File: src/rtl/fifo_dma_lock_arbiter_macros.svh
// ----------------------------------------------------------------------------
// fifo_dma_lock_arbiter_macros.svh
// assertion helpers for the dma lock arbiter
// ----------------------------------------------------------------------------
`ifndef FIFO_DMA_LOCK_ARBITER_MACROS_SVH
`define FIFO_DMA_LOCK_ARBITER_MACROS_SVH

// same-cycle implication, checked out of reset
`define FDLA_ASSERT_NOW(label, ante, cons, msg) \
  label: assert property (@(posedge clk) disable iff (!rst_n) (ante) |-> (cons)) \
    else $error(msg);

// next-cycle implication, checked out of reset
`define FDLA_ASSERT_NEXT(label, ante, cons, msg) \
  label: assert property (@(posedge clk) disable iff (!rst_n) (ante) |=> (cons)) \
    else $error(msg);

`endif

File: src/rtl/fdla_pkg.sv
// ----------------------------------------------------------------------------
// fdla_pkg
// shared types, codes and a ring helper for the dma lock arbiter
// ----------------------------------------------------------------------------
`default_nettype none

package fdla_pkg;

  // queue geometry
  localparam int QUEUE_DEPTH = 16;
  localparam int PTR_W       = (QUEUE_DEPTH > 1) ? $clog2(QUEUE_DEPTH) : 1;
  localparam int CNT_W       = $clog2(QUEUE_DEPTH + 1);
  localparam int ID_W        = 4;
  localparam int ENTRY_W     = ID_W + 1;

  typedef logic [PTR_W-1:0]   ptr_t;
  typedef logic [CNT_W-1:0]   cnt_t;
  typedef logic [ID_W-1:0]    id_t;
  typedef logic [ENTRY_W-1:0] entry_t;

  // action codes
  typedef enum logic [1:0] {
    ACT_GRAB = 2'd0,
    ACT_FREE = 2'd1,
    ACT_IRQ  = 2'd2,
    ACT_NOP  = 2'd3
  } action_t;

  // status codes
  typedef enum logic [1:0] {
    ST_OK       = 2'd0,
    ST_FULL     = 2'd1,
    ST_EMPTY    = 2'd2,
    ST_NOTOWNER = 2'd3
  } status_t;

  // notify codes for a new owner
  localparam logic [1:0] NOTE_DIRECT   = 2'd0;
  localparam logic [1:0] NOTE_WAKE     = 2'd1;
  localparam logic [1:0] NOTE_CALLBACK = 2'd2;

  // control states
  typedef enum logic {
    ARB_IDLE = 1'b0,
    ARB_EXEC = 1'b1
  } arb_state_t;

  // ring position ptr + off, off below the depth
  function automatic ptr_t ring_add(input ptr_t ptr, input cnt_t off);
    logic [CNT_W:0] sum;
    sum = (CNT_W+1)'(ptr) + (CNT_W+1)'(off);
    if (sum >= (CNT_W+1)'(QUEUE_DEPTH)) begin
      sum = sum - (CNT_W+1)'(QUEUE_DEPTH);
    end
    return sum[PTR_W-1:0];
  endfunction

endpackage

`default_nettype wire

File: src/rtl/fifo_dma_lock_arbiter.sv
// ----------------------------------------------------------------------------
// fifo_dma_lock_arbiter
// first-come lock queue for a shared dma engine, kept in a ring ram
// ----------------------------------------------------------------------------
// a result is registered from the latched request in the exec state, which waits
//   while the last result is unaccepted; no new request is taken before its commit,
//   and the registered ram read of the head and next queue entries precedes each update
// reset: synchronous active low, clears head, count, state and output valid;
//   the queue ram is not cleared, only live entries are ever read
`default_nettype none

`include "fifo_dma_lock_arbiter_macros.svh"

module fifo_dma_lock_arbiter (
  input  wire logic                clk,
  input  wire logic                rst_n,
  // input channel
  input  wire logic                in_valid,
  output logic                     in_ready,
  input  wire logic [1:0]          in_action,
  input  wire logic [3:0]          in_requester_id,
  input  wire logic                in_has_callback,
  input  wire logic                in_return_direct,
  // result channel
  output logic                     out_valid,
  input  wire logic                out_ready,
  output logic [1:0]               out_status,
  output logic                     out_grant_valid,
  output logic [3:0]               out_grant_id,
  output logic [1:0]               out_grant_notify,
  output logic                     out_irq_valid,
  output logic [3:0]               out_irq_owner,
  output logic                     out_others_waiting,
  output logic [4:0]               out_queue_count
);
  import fdla_pkg::*;

  // control state
  arb_state_t state_r, state_nxt;
  ptr_t       head_r, head_nxt;
  cnt_t       cnt_r, cnt_nxt;
  logic       out_valid_r;

  // latched request
  action_t    act_r;
  id_t        id_r;
  logic       cb_r;
  logic       rdir_r;

  // queue ram and its registered read ports
  entry_t     mem [QUEUE_DEPTH];
  entry_t     rd_head_r;
  entry_t     rd_next_r;
  logic       wr_en;
  ptr_t       wr_addr;
  entry_t     wr_data;

  // fsm outputs
  logic       accept;
  logic       commit;

  // result being formed
  status_t    res_status;
  logic       res_gvalid;
  id_t        res_gid;
  logic [1:0] res_gnote;
  logic       res_ivalid;
  id_t        res_iowner;

  // output registers
  logic [1:0] status_r;
  logic       gvalid_r;
  id_t        gid_r;
  logic [1:0] gnote_r;
  logic       ivalid_r;
  id_t        iowner_r;
  logic       others_r;
  logic [4:0] qcount_r;

  // next state
  always_comb begin
    state_nxt = state_r;
    case (state_r)
      ARB_IDLE: begin
        if (in_valid) state_nxt = ARB_EXEC;
      end
      ARB_EXEC: begin
        if (!out_valid_r || out_ready) state_nxt = ARB_IDLE;
      end
      default: state_nxt = ARB_IDLE;
    endcase
  end

  // fsm outputs
  always_comb begin
    in_ready = 1'b0;
    commit   = 1'b0;
    case (state_r)
      ARB_IDLE: in_ready = 1'b1;
      ARB_EXEC: commit   = !out_valid_r || out_ready;
      default: begin
        in_ready = 1'b0;
        commit   = 1'b0;
      end
    endcase
  end

  assign accept = in_valid && in_ready;

  always_ff @(posedge clk) begin
    if (!rst_n) begin
      state_r <= ARB_IDLE;
    end else begin
      state_r <= state_nxt;
    end
  end

  // capture the request on an input transfer
  always_ff @(posedge clk) begin
    if (accept) begin
      act_r  <= action_t'(in_action);
      id_r   <= in_requester_id;
      cb_r   <= in_has_callback;
      rdir_r <= in_return_direct;
    end
  end

  // queue ram: one write port, head and next read ports
  always_ff @(posedge clk) begin
    if (wr_en) begin
      mem[wr_addr] <= wr_data;
    end
    rd_head_r <= mem[head_r];
    rd_next_r <= mem[ring_add(head_r, CNT_W'(1))];
  end

  // update of the queue and the result
  always_comb begin
    head_nxt   = head_r;
    cnt_nxt    = cnt_r;
    wr_en      = 1'b0;
    wr_addr    = ring_add(head_r, cnt_r);
    wr_data    = {cb_r, id_r};
    res_status = ST_OK;
    res_gvalid = 1'b0;
    res_gid    = '0;
    res_gnote  = NOTE_DIRECT;
    res_ivalid = 1'b0;
    res_iowner = '0;
    case (act_r)
      ACT_GRAB: begin
        if (cnt_r == CNT_W'(QUEUE_DEPTH)) begin
          res_status = ST_FULL;
        end else begin
          wr_en   = commit;
          cnt_nxt = cnt_r + CNT_W'(1);
          if (cnt_r == '0) begin
            res_gvalid = 1'b1;
            res_gid    = id_r;
            res_gnote  = (rdir_r || !cb_r) ? NOTE_DIRECT : NOTE_CALLBACK;
          end
        end
      end
      ACT_FREE: begin
        if (cnt_r == '0) begin
          res_status = ST_EMPTY;
        end else begin
          if (rd_head_r[ID_W-1:0] != id_r) res_status = ST_NOTOWNER;
          head_nxt = ring_add(head_r, CNT_W'(1));
          cnt_nxt  = cnt_r - CNT_W'(1);
          if (cnt_r != CNT_W'(1)) begin
            res_gvalid = 1'b1;
            res_gid    = rd_next_r[ID_W-1:0];
            res_gnote  = rd_next_r[ID_W] ? NOTE_CALLBACK : NOTE_WAKE;
          end
        end
      end
      ACT_IRQ: begin
        if (cnt_r != '0) begin
          res_ivalid = 1'b1;
          res_iowner = rd_head_r[ID_W-1:0];
        end
      end
      default: begin
        res_status = ST_OK;
      end
    endcase
  end

  // head and count registers
  always_ff @(posedge clk) begin
    if (!rst_n) begin
      head_r <= '0;
      cnt_r  <= '0;
    end else if (commit) begin
      head_r <= head_nxt;
      cnt_r  <= cnt_nxt;
    end
  end

  // result register
  always_ff @(posedge clk) begin
    if (!rst_n) begin
      out_valid_r <= 1'b0;
    end else if (commit) begin
      out_valid_r <= 1'b1;
    end else if (out_ready) begin
      out_valid_r <= 1'b0;
    end
  end

  always_ff @(posedge clk) begin
    if (commit) begin
      status_r <= res_status;
      gvalid_r <= res_gvalid;
      gid_r    <= res_gid;
      gnote_r  <= res_gnote;
      ivalid_r <= res_ivalid;
      iowner_r <= res_iowner;
      others_r <= cnt_nxt > CNT_W'(1);
      qcount_r <= 5'((CNT_W+5)'(cnt_nxt));
    end
  end

  assign out_valid          = out_valid_r;
  assign out_status         = status_r;
  assign out_grant_valid    = gvalid_r;
  assign out_grant_id       = gid_r;
  assign out_grant_notify   = gnote_r;
  assign out_irq_valid      = ivalid_r;
  assign out_irq_owner      = iowner_r;
  assign out_others_waiting = others_r;
  assign out_queue_count    = qcount_r;

  // checks
  `FDLA_ASSERT_NOW(a_cnt_bound, 1'b1, cnt_r <= CNT_W'(QUEUE_DEPTH), "queue count above depth")
  `FDLA_ASSERT_NOW(a_grant_irq_excl, out_valid && out_grant_valid, !out_irq_valid,
    "grant and interrupt in one result")
  `FDLA_ASSERT_NEXT(a_accept_exec, accept, state_r == ARB_EXEC, "transfer not followed by exec")
  `FDLA_ASSERT_NOW(a_head_moves_on_free, !$stable(head_r),
    $past(commit) && $past(act_r) == ACT_FREE, "head moved without a free")

endmodule

`default_nettype wire

File: config.mk
export PLATFORM = sky130hd
export DESIGN_NAME = fifo_dma_lock_arbiter
export DESIGN_NICKNAME = d
export VERILOG_FILES = /design/src/rtl/fdla_pkg.sv /design/src/rtl/fifo_dma_lock_arbiter.sv
export VERILOG_INCLUDE_DIRS = /design/src /design/src/rtl
export SDC_FILE = /design/constraint.sdc
export NUM_CORES = 1
export LEC_CHECK = 0
export BUFFER_PORTS_ARGS = -buffer_cell sky130_fd_sc_hd__buf_4
export CORE_MARGIN = 5
export CORE_UTILIZATION = 60
export CTS_BUF_LIST = sky130_fd_sc_hd__clkbuf_8
export DETAILED_ROUTE_END_ITERATION = 16
export PLACE_DENSITY = 0.79
export SYNTH_ARGS = -nofsm -noshare
export SYNTH_HDL_FRONTEND = slang
export SYNTH_SLANG_ARGS = --single-unit
File: constraint.sdc
create_clock -name clk -period 3.6 [get_ports clk]
set_input_delay 0.54 -clock clk [delete_from_list [all_inputs] [get_ports clk]]
set_output_delay 0.54 -clock clk [all_outputs]
set_load 0.02 [all_outputs]
==> results.json, run 1 <==
{
  "r2r_end": "mem[8][4]",
  "syn_inst": 407,
  "worst_setup_path_start_kind": "flip-flop",
  "syn_area_per_cell_sq_um": 14.5,
  "top_usage_layer": "met2",
  "cts_buffer_depth": 2,
  "final-hold-violation-count": 0,
  "async_flop_share_pct": 0,
  "area_growth_pct": 14.0,
  "layout_commonest_cell": "edfxtp_1",
  "routed_wl_um": 12900,
  "dp_hpwl_um": 8940,
  "slew_violations": 0,
  "root_buffer": "clkbuf_8",
  "avgViaCountPerCell": 6.32,
  "antenna_found_initial": 0,
  "core_sq_um": 9680,
  "rr_worst_depth": 6,
  "fin_setup_tns_ns": 0,
  "numPlacedInstances": 560,
  "slew-limit-headroom_pct": 37.3,
  "grt-ovfl-total": 0,
  "drt_iter0_markers": 480,
  "drive_gt1_share_pct": 23.5,
  "grt_max_degree": 33,
  "gr-usage-all-layers_pct": 24.1,
  "grt_pass1_vias": 3692,
  "start_util_pct": 60.9,
  "reg2reg_setup_slack_ns": 0.69,
  "diodes": 0,
  "p_sw_mw": 0.672,
  "setup_violations": 0,
  "multi_input_area_sq_um": 2080,
  "htreeDepth": 4,
  "routedWlPerCell_um": 21.8,
  "critPathMaxFanout": 9,
  "outcome": "complete, no violations",
  "synth_top_flop_cell": "edfxtp_1",
  "final_cell_mix": "edfxtp_1, nand2_1, buf_4",
  "io_pins": 34,
  "grt_util_met2_pct": 36.0,
  "dieHeight_um": 109,
  "p_int_mw": 2.57,
  "synthDistinctLibCells": 56,
  "insertion_delay_ns": 0.44,
  "vias": 3744,
  "worstHoldEndpoint": "act_r[1]",
  "grt_util_met3_pct": 8.58,
  "max_freq_mhz": 344,
  "yosys_register_bits": 128,
  "p_sw_share_pct": 20.7,
  "crit_path_end_kind": "flip-flop",
  "portBuffers": 33,
  "fin_crit_sh_pct": 80.7,
  "seqPwrFrac_pct": 51.2,
  "fin_nets": 467,
  "seqCellArea_sq_um": 3640,
  "drc_errors": 0,
  "required_ns": 3.67,
  "n_fill_cell": 624,
  "cpLargestDelayFamily": "simple AND/OR/NAND/NOR gates",
  "yosysTopAreaCell": "edfxtp_1",
  "grt_pass1_wl_um": 20500,
  "syn_area_sq_um": 5900,
  "grt_util_met1_pct": 32.2,
  "max_stage_delay_ns": 0.64,
  "pwr-share-comb_pct": 4.2,
  "firstDrtPassIters": 5,
  "final_cells": 592,
  "cts-buffers-inserted": 17,
  "hold_path.class": "primary input to flip-flop",
  "crit_buf_inv": 1,
  "clk_pin_slew_ns": 0.07,
  "clockPowerShare_pct": 44.6,
  "yosys-top-cells-area": "edfxtp_1, mux4_2, dfxtp_1, nand2_1, mux2i_1",
  "hp-start": "in_action[1]",
  "worstMarginPinSlew_ns": 0.933,
  "fp.dieW_um": 109,
  "rsz0062_at_grt": "no",
  "min_period_ns": 2.91,
  "ctsHoldBuffers": 0,
  "arrival_ns": 2.97,
  "p_per_area_nw_per_um2": 483,
  "power_leakage_nw": 2.33,
  "num_rows": 36,
  "cts_setup_buffers": 0,
  "vdd_drop_max_uv": 341,
  "cts_tree": "done",
  "syn_nets": 428,
  "criticalPathCategory": "flip-flop to flip-flop",
  "r2r_start": "cnt_r[1]",
  "max_cap_viol_count": 0,
  "yosysSeqAreaShare_pct": 61.8,
  "cts_resized": 0,
  "cp_slowest_cell": "nor3_1",
  "critical_path.cell_chain": "inv_1, ha_1, nand4bb_1, and2_1, or4b_1, nor3_1",
  "ys_warn_count": 0,
  "yosysTopAreaCellShare_pct": 55.0,
  "globalplace.congestion": 0.906,
  "synth_edf_count": 108,
  "clock_sinks": 128,
  "clock_skew_ns": 0.00747,
  "die_area_sq_um": 11900,
  "postRouteAntennaNets": 0,
  "holdPathStages": 1
}
==> power by group through the flow <==
stage	Sequential, mW	Clock, mW	Combinational (mW)
global placement	1.69	0	0.133
CTS	1.66	1.46	0.135
global route	1.66	1.55	0.146
finish	1.66	1.45	0.135
floorplan	1.70	0	0.0645
detailed placement	1.69	0	0.135
==> cells by family after synthesis <==
logic type | synth area share (%)
xor gates and xnor gates | 2.40
DFF | 61.8
muxes | 12.3
AOI/OAI and AO/OA | 7.19
and+or+nand+nor | 11.4
buffers and inverters | 2.89
adders and majority gates | 2.04
==> routing by layer <==
metal	routed length, um	share of wire (%)
met1	5070	39
met2	6040	47
met3	1450	11
met4	325	2.5
met5	0	0
==> sequential cells by signal (all words and copies together) (netlist names) <==
name                count
out_grant_notify        2
cb_r                    1
out_queue_count         5
out_others_waiting      1
out_grant_id            4
rd_head_r               4
out_grant_valid         1
state_r                 1
rdir_r                  1
out_irq_valid           1
rd_next_r               5
cnt_r                   5
act_r                   2
head_r                  4
out_valid               1
out_irq_owner           4
mem                    80
out_status              2
id_r                    4
==> cell usage after synthesis, types with 3 or more instances <==
cell	number
nor3_1	20
xor2_1	7
dfxtp_1	20
a211oi_1	5
clkbuf_1	3
buf_4	3
a21oi_1	16
nor2b_1	9
inv_1	11
o21ai_0	8
ha_1	8
a32o_1	5
buf_2	10
a221oi_1	5
and2_1	6
mux2i_1	14
or3_1	4
xnor2_1	6
a22o_1	5
nor2_1	10
mux4_2	26
nand2_1	43
edfxtp_1	108
nand4b_1	3
nand3_1	13
==> layout make-up <==
type                    instances  share of cell area [%]
clock buffers                  20                    4.10
well taps                     133                    2.48
clock inverters                12                    3.03
repair buffers                 41                    4.58
multi-input cells             247                    31.0
flip-flops and latches        128                    54.2
inverters                      11                   0.614
==> metrics by stage <==
stage / instance area [sq um] / setup WS [ns] / total power, mW / hold WS, ns / util, %
2_1_floorplan: 5900 / 1.15 / 1.77 / 0.487 / -
3_5_place_dp: 6240 / 0.728 / 1.83 / 0.533 / 64.5
6_report: 6720 / 0.694 / 3.25 / 0.270 / 69.4
4_1_cts: 6720 / 0.697 / 3.26 / 0.245 / 69.4
5_1_grt: 6720 / 0.535 / 3.36 / 0.225 / 69.4
3_3_place_gp: 6240 / 0.890 / 1.83 / 0.522 / 64.5
==> how the worst max path moves through the flow <==
stage / start / endpoint / slack (ns) / cells after the start
after global placement: cnt_r[1] / mem[8][2] / 0.89 / 6
final: cnt_r[1] / mem[8][4] / 0.69 / 6
after detailed placement: cnt_r[1] / mem[8][0] / 0.73 / 6
after floorplan: cnt_r[1] / mem[0][0] / 1.15 / 6
after global routing: cnt_r[1] / mem[8][4] / 0.53 / 6
after CTS: cnt_r[1] / mem[0][2] / 0.70 / 6
Note: power is estimated with default switching activity, not from simulation.
==> run 2, diff against run 1 <==
CORE_UTILIZATION = 57   (was 60)
PLACE_DENSITY = 0.78   (was 0.79)
clock period = 2.5 ns   (was 3.6 ns; I/O delays follow)
==> results.json, run 2 (synthesized netlist as in run 1, its figures left out) <==
{
  "setup_violations": 0,
  "largest_reg_flops": 80,
  "io_pins": 34,
  "dp_hpwl_um": 9230,
  "outcome": "complete, no violations",
  "clock_skew_ns": 0.0102,
  "rr_worst_depth": 5,
  "cts_resized": 0,
  "min_period_ns": 2.34,
  "cts_buffer_depth": 2,
  "routed_wl_um": 13200,
  "fp.dieW_um": 112,
  "p_per_area_nw_per_um2": 674,
  "cp-endpoint": "mem[0][0]",
  "hp-start": "in_return_direct",
  "p_sw_share_pct": 20.2,
  "r2r_start": "cnt_r[0]",
  "postRouteAntennaNets": 0,
  "vias": 3888,
  "die_area_sq_um": 12500,
  "cp_slowest_cell": "or4b_4",
  "clk_pin_slew_ns": 0.07,
  "power_leakage_nw": 2.51,
  "avgViaCountPerCell": 6.21,
  "seqPwrFrac_pct": 50.7,
  "largest_register": "mem",
  "dieHeight_um": 112,
  "num_rows": 37,
  "p_sw_mw": 0.947,
  "slew-limit-headroom_pct": 48.8,
  "diodes": 0,
  "portBuffers": 33,
  "start_util_pct": 57.9,
  "clock_sinks": 128,
  "cts_setup_buffers": 0,
  "required_ns": 2.64,
  "grt_pass1_wl_um": 21100,
  "total_power_mw": 4.69,
  "area_growth_pct": 18.1,
  "p_int_mw": 3.74,
  "numPlacedInstances": 594,
  "cts_tree": "done",
  "r2r_end": "mem[0][0]",
  "gr-usage-all-layers_pct": 22.2,
  "grt_util_met2_pct": 35.2,
  "fin_crit_sh_pct": 93.6,
  "criticalPathCategory": "flip-flop to flip-flop",
  "top_usage_layer": "met2",
  "worstMarginPinSlew_ns": 0.766,
  "cts-buffers-inserted": 17,
  "insertion_delay_ns": 0.42,
  "layout_commonest_cell": "edfxtp_1",
  "htreeDepth": 4,
  "holdWs_ns": 0.126,
  "grt_util_met1_pct": 30.7,
  "core_sq_um": 10200,
  "final_cell_mix": "edfxtp_1, buf_4, nand2_1",
  "vdd_drop_max_uv": 422,
  "critical_path.cell_chain": "ha_1, fa_1, or4b_4, nor3_1, buf_4",
  "root_buffer": "clkbuf_8",
  "cp-startpoint": "cnt_r[0]",
  "grt-ovfl-total": 0,
  "slew_violations": 0,
  "ctsHoldBuffers": 0,
  "max_cap_viol_count": 0,
  "max_stage_delay_ns": 0.56,
  "critPathMaxFanout": 6,
  "routedWlPerCell_um": 21.1,
  "max_freq_mhz": 427,
  "final_cells": 626,
  "arrival_ns": 2.48,
  "fin_setup_tns_ns": 0,
  "fin_nets": 498,
  "clockPowerShare_pct": 44.5,
  "drt_iter0_markers": 402,
  "grt_pass1_vias": 3830,
  "grt_util_met3_pct": 5.49,
  "place_ws_ns": 0.115,
  "firstDrtPassIters": 5,
  "globalplace.congestion": 0.919,
  "grt_max_degree": 30,
  "antenna_found_initial": 0,
  "drc_errors": 0,
  "rsz0062_at_grt": "no",
  "crit_path_end_kind": "flip-flop",
  "worst_setup_path_start_kind": "flip-flop",
  "setup_ws_ns": 0.160,
  "reg2reg_setup_slack_ns": 0.16,
  "hold_path.class": "primary input to flip-flop",
  "final-hold-violation-count": 0,
  "drive_gt1_share_pct": 28.2,
  "pwr-share-comb_pct": 4.7
}
-- run 2: changes by cell type in the layout (fill, tap and decap cells not counted), sizes merged --
cell	change
clkbuf	-2
clkinv	+2
clkinvlp	-1
buf	+31
bufinv	+1
-- run 2: through the flow --
stage	util (%)	instance area (sq um)
2_1_floorplan	-	5900
3_3_place_gp	63.6	6480
3_5_place_dp	63.6	6480
4_1_cts	68.2	6950
5_1_grt	68.3	6960
6_report	68.3	6960
-- run 2: power by group through the flow --
| stage | Combinational, mW | Sequential (mW) | Clock (mW) |
|---|---|---|---|
| detailed placement | 0.222 | 2.43 | 0 |
| finish | 0.223 | 2.38 | 2.09 |
| global route | 0.240 | 2.38 | 2.23 |
| CTS | 0.222 | 2.38 | 2.10 |
| floorplan | 0.0929 | 2.45 | 0 |
| global placement | 0.217 | 2.43 | 0 |
-- run 2: routing by layer --
| layer | vias up | share of wire [%] |
|---|---|---|
| met5 | - | 0 |
| met4 | 0 | 1.7 |
| li1 | 1725 | - |
| met2 | 209 | 49 |
| met1 | 1925 | 40 |
| met3 | 29 | 9.1 |
-- run 2: how the worst min path moves through the flow --
stage / depth (start not counted) / to / slack [ns]
2_1_floorplan: 0 / act_r[0] / 0.47
3_3_place_gp: 1 / out_grant_id[2] / 0.51
3_5_place_dp: 1 / out_grant_id[1] / 0.52
4_1_cts: 1 / rdir_r / 0.11
5_1_grt: 1 / cb_r / 0.1
6_report: 1 / rdir_r / 0.13
-- run 2: area by class of cell --
class / count / area [sq um]
clock buffer: 18 / 248
clock inverter: 14 / 221
fill: 702 / 3220
inverter: 11 / 41.3
multi-input combinational: 247 / 2100
sequential: 128 / 3640
tap: 136 / 170
timing repair buffer: 72 / 541
-- run 2: worst max-delay path, delay by kind of cell, from the launching register on --
kind,cells,cell delay (ns)
flops,1,0.44
simple gates,2,0.73
fa+ha+maj,2,0.72
buf+inv,1,0.17
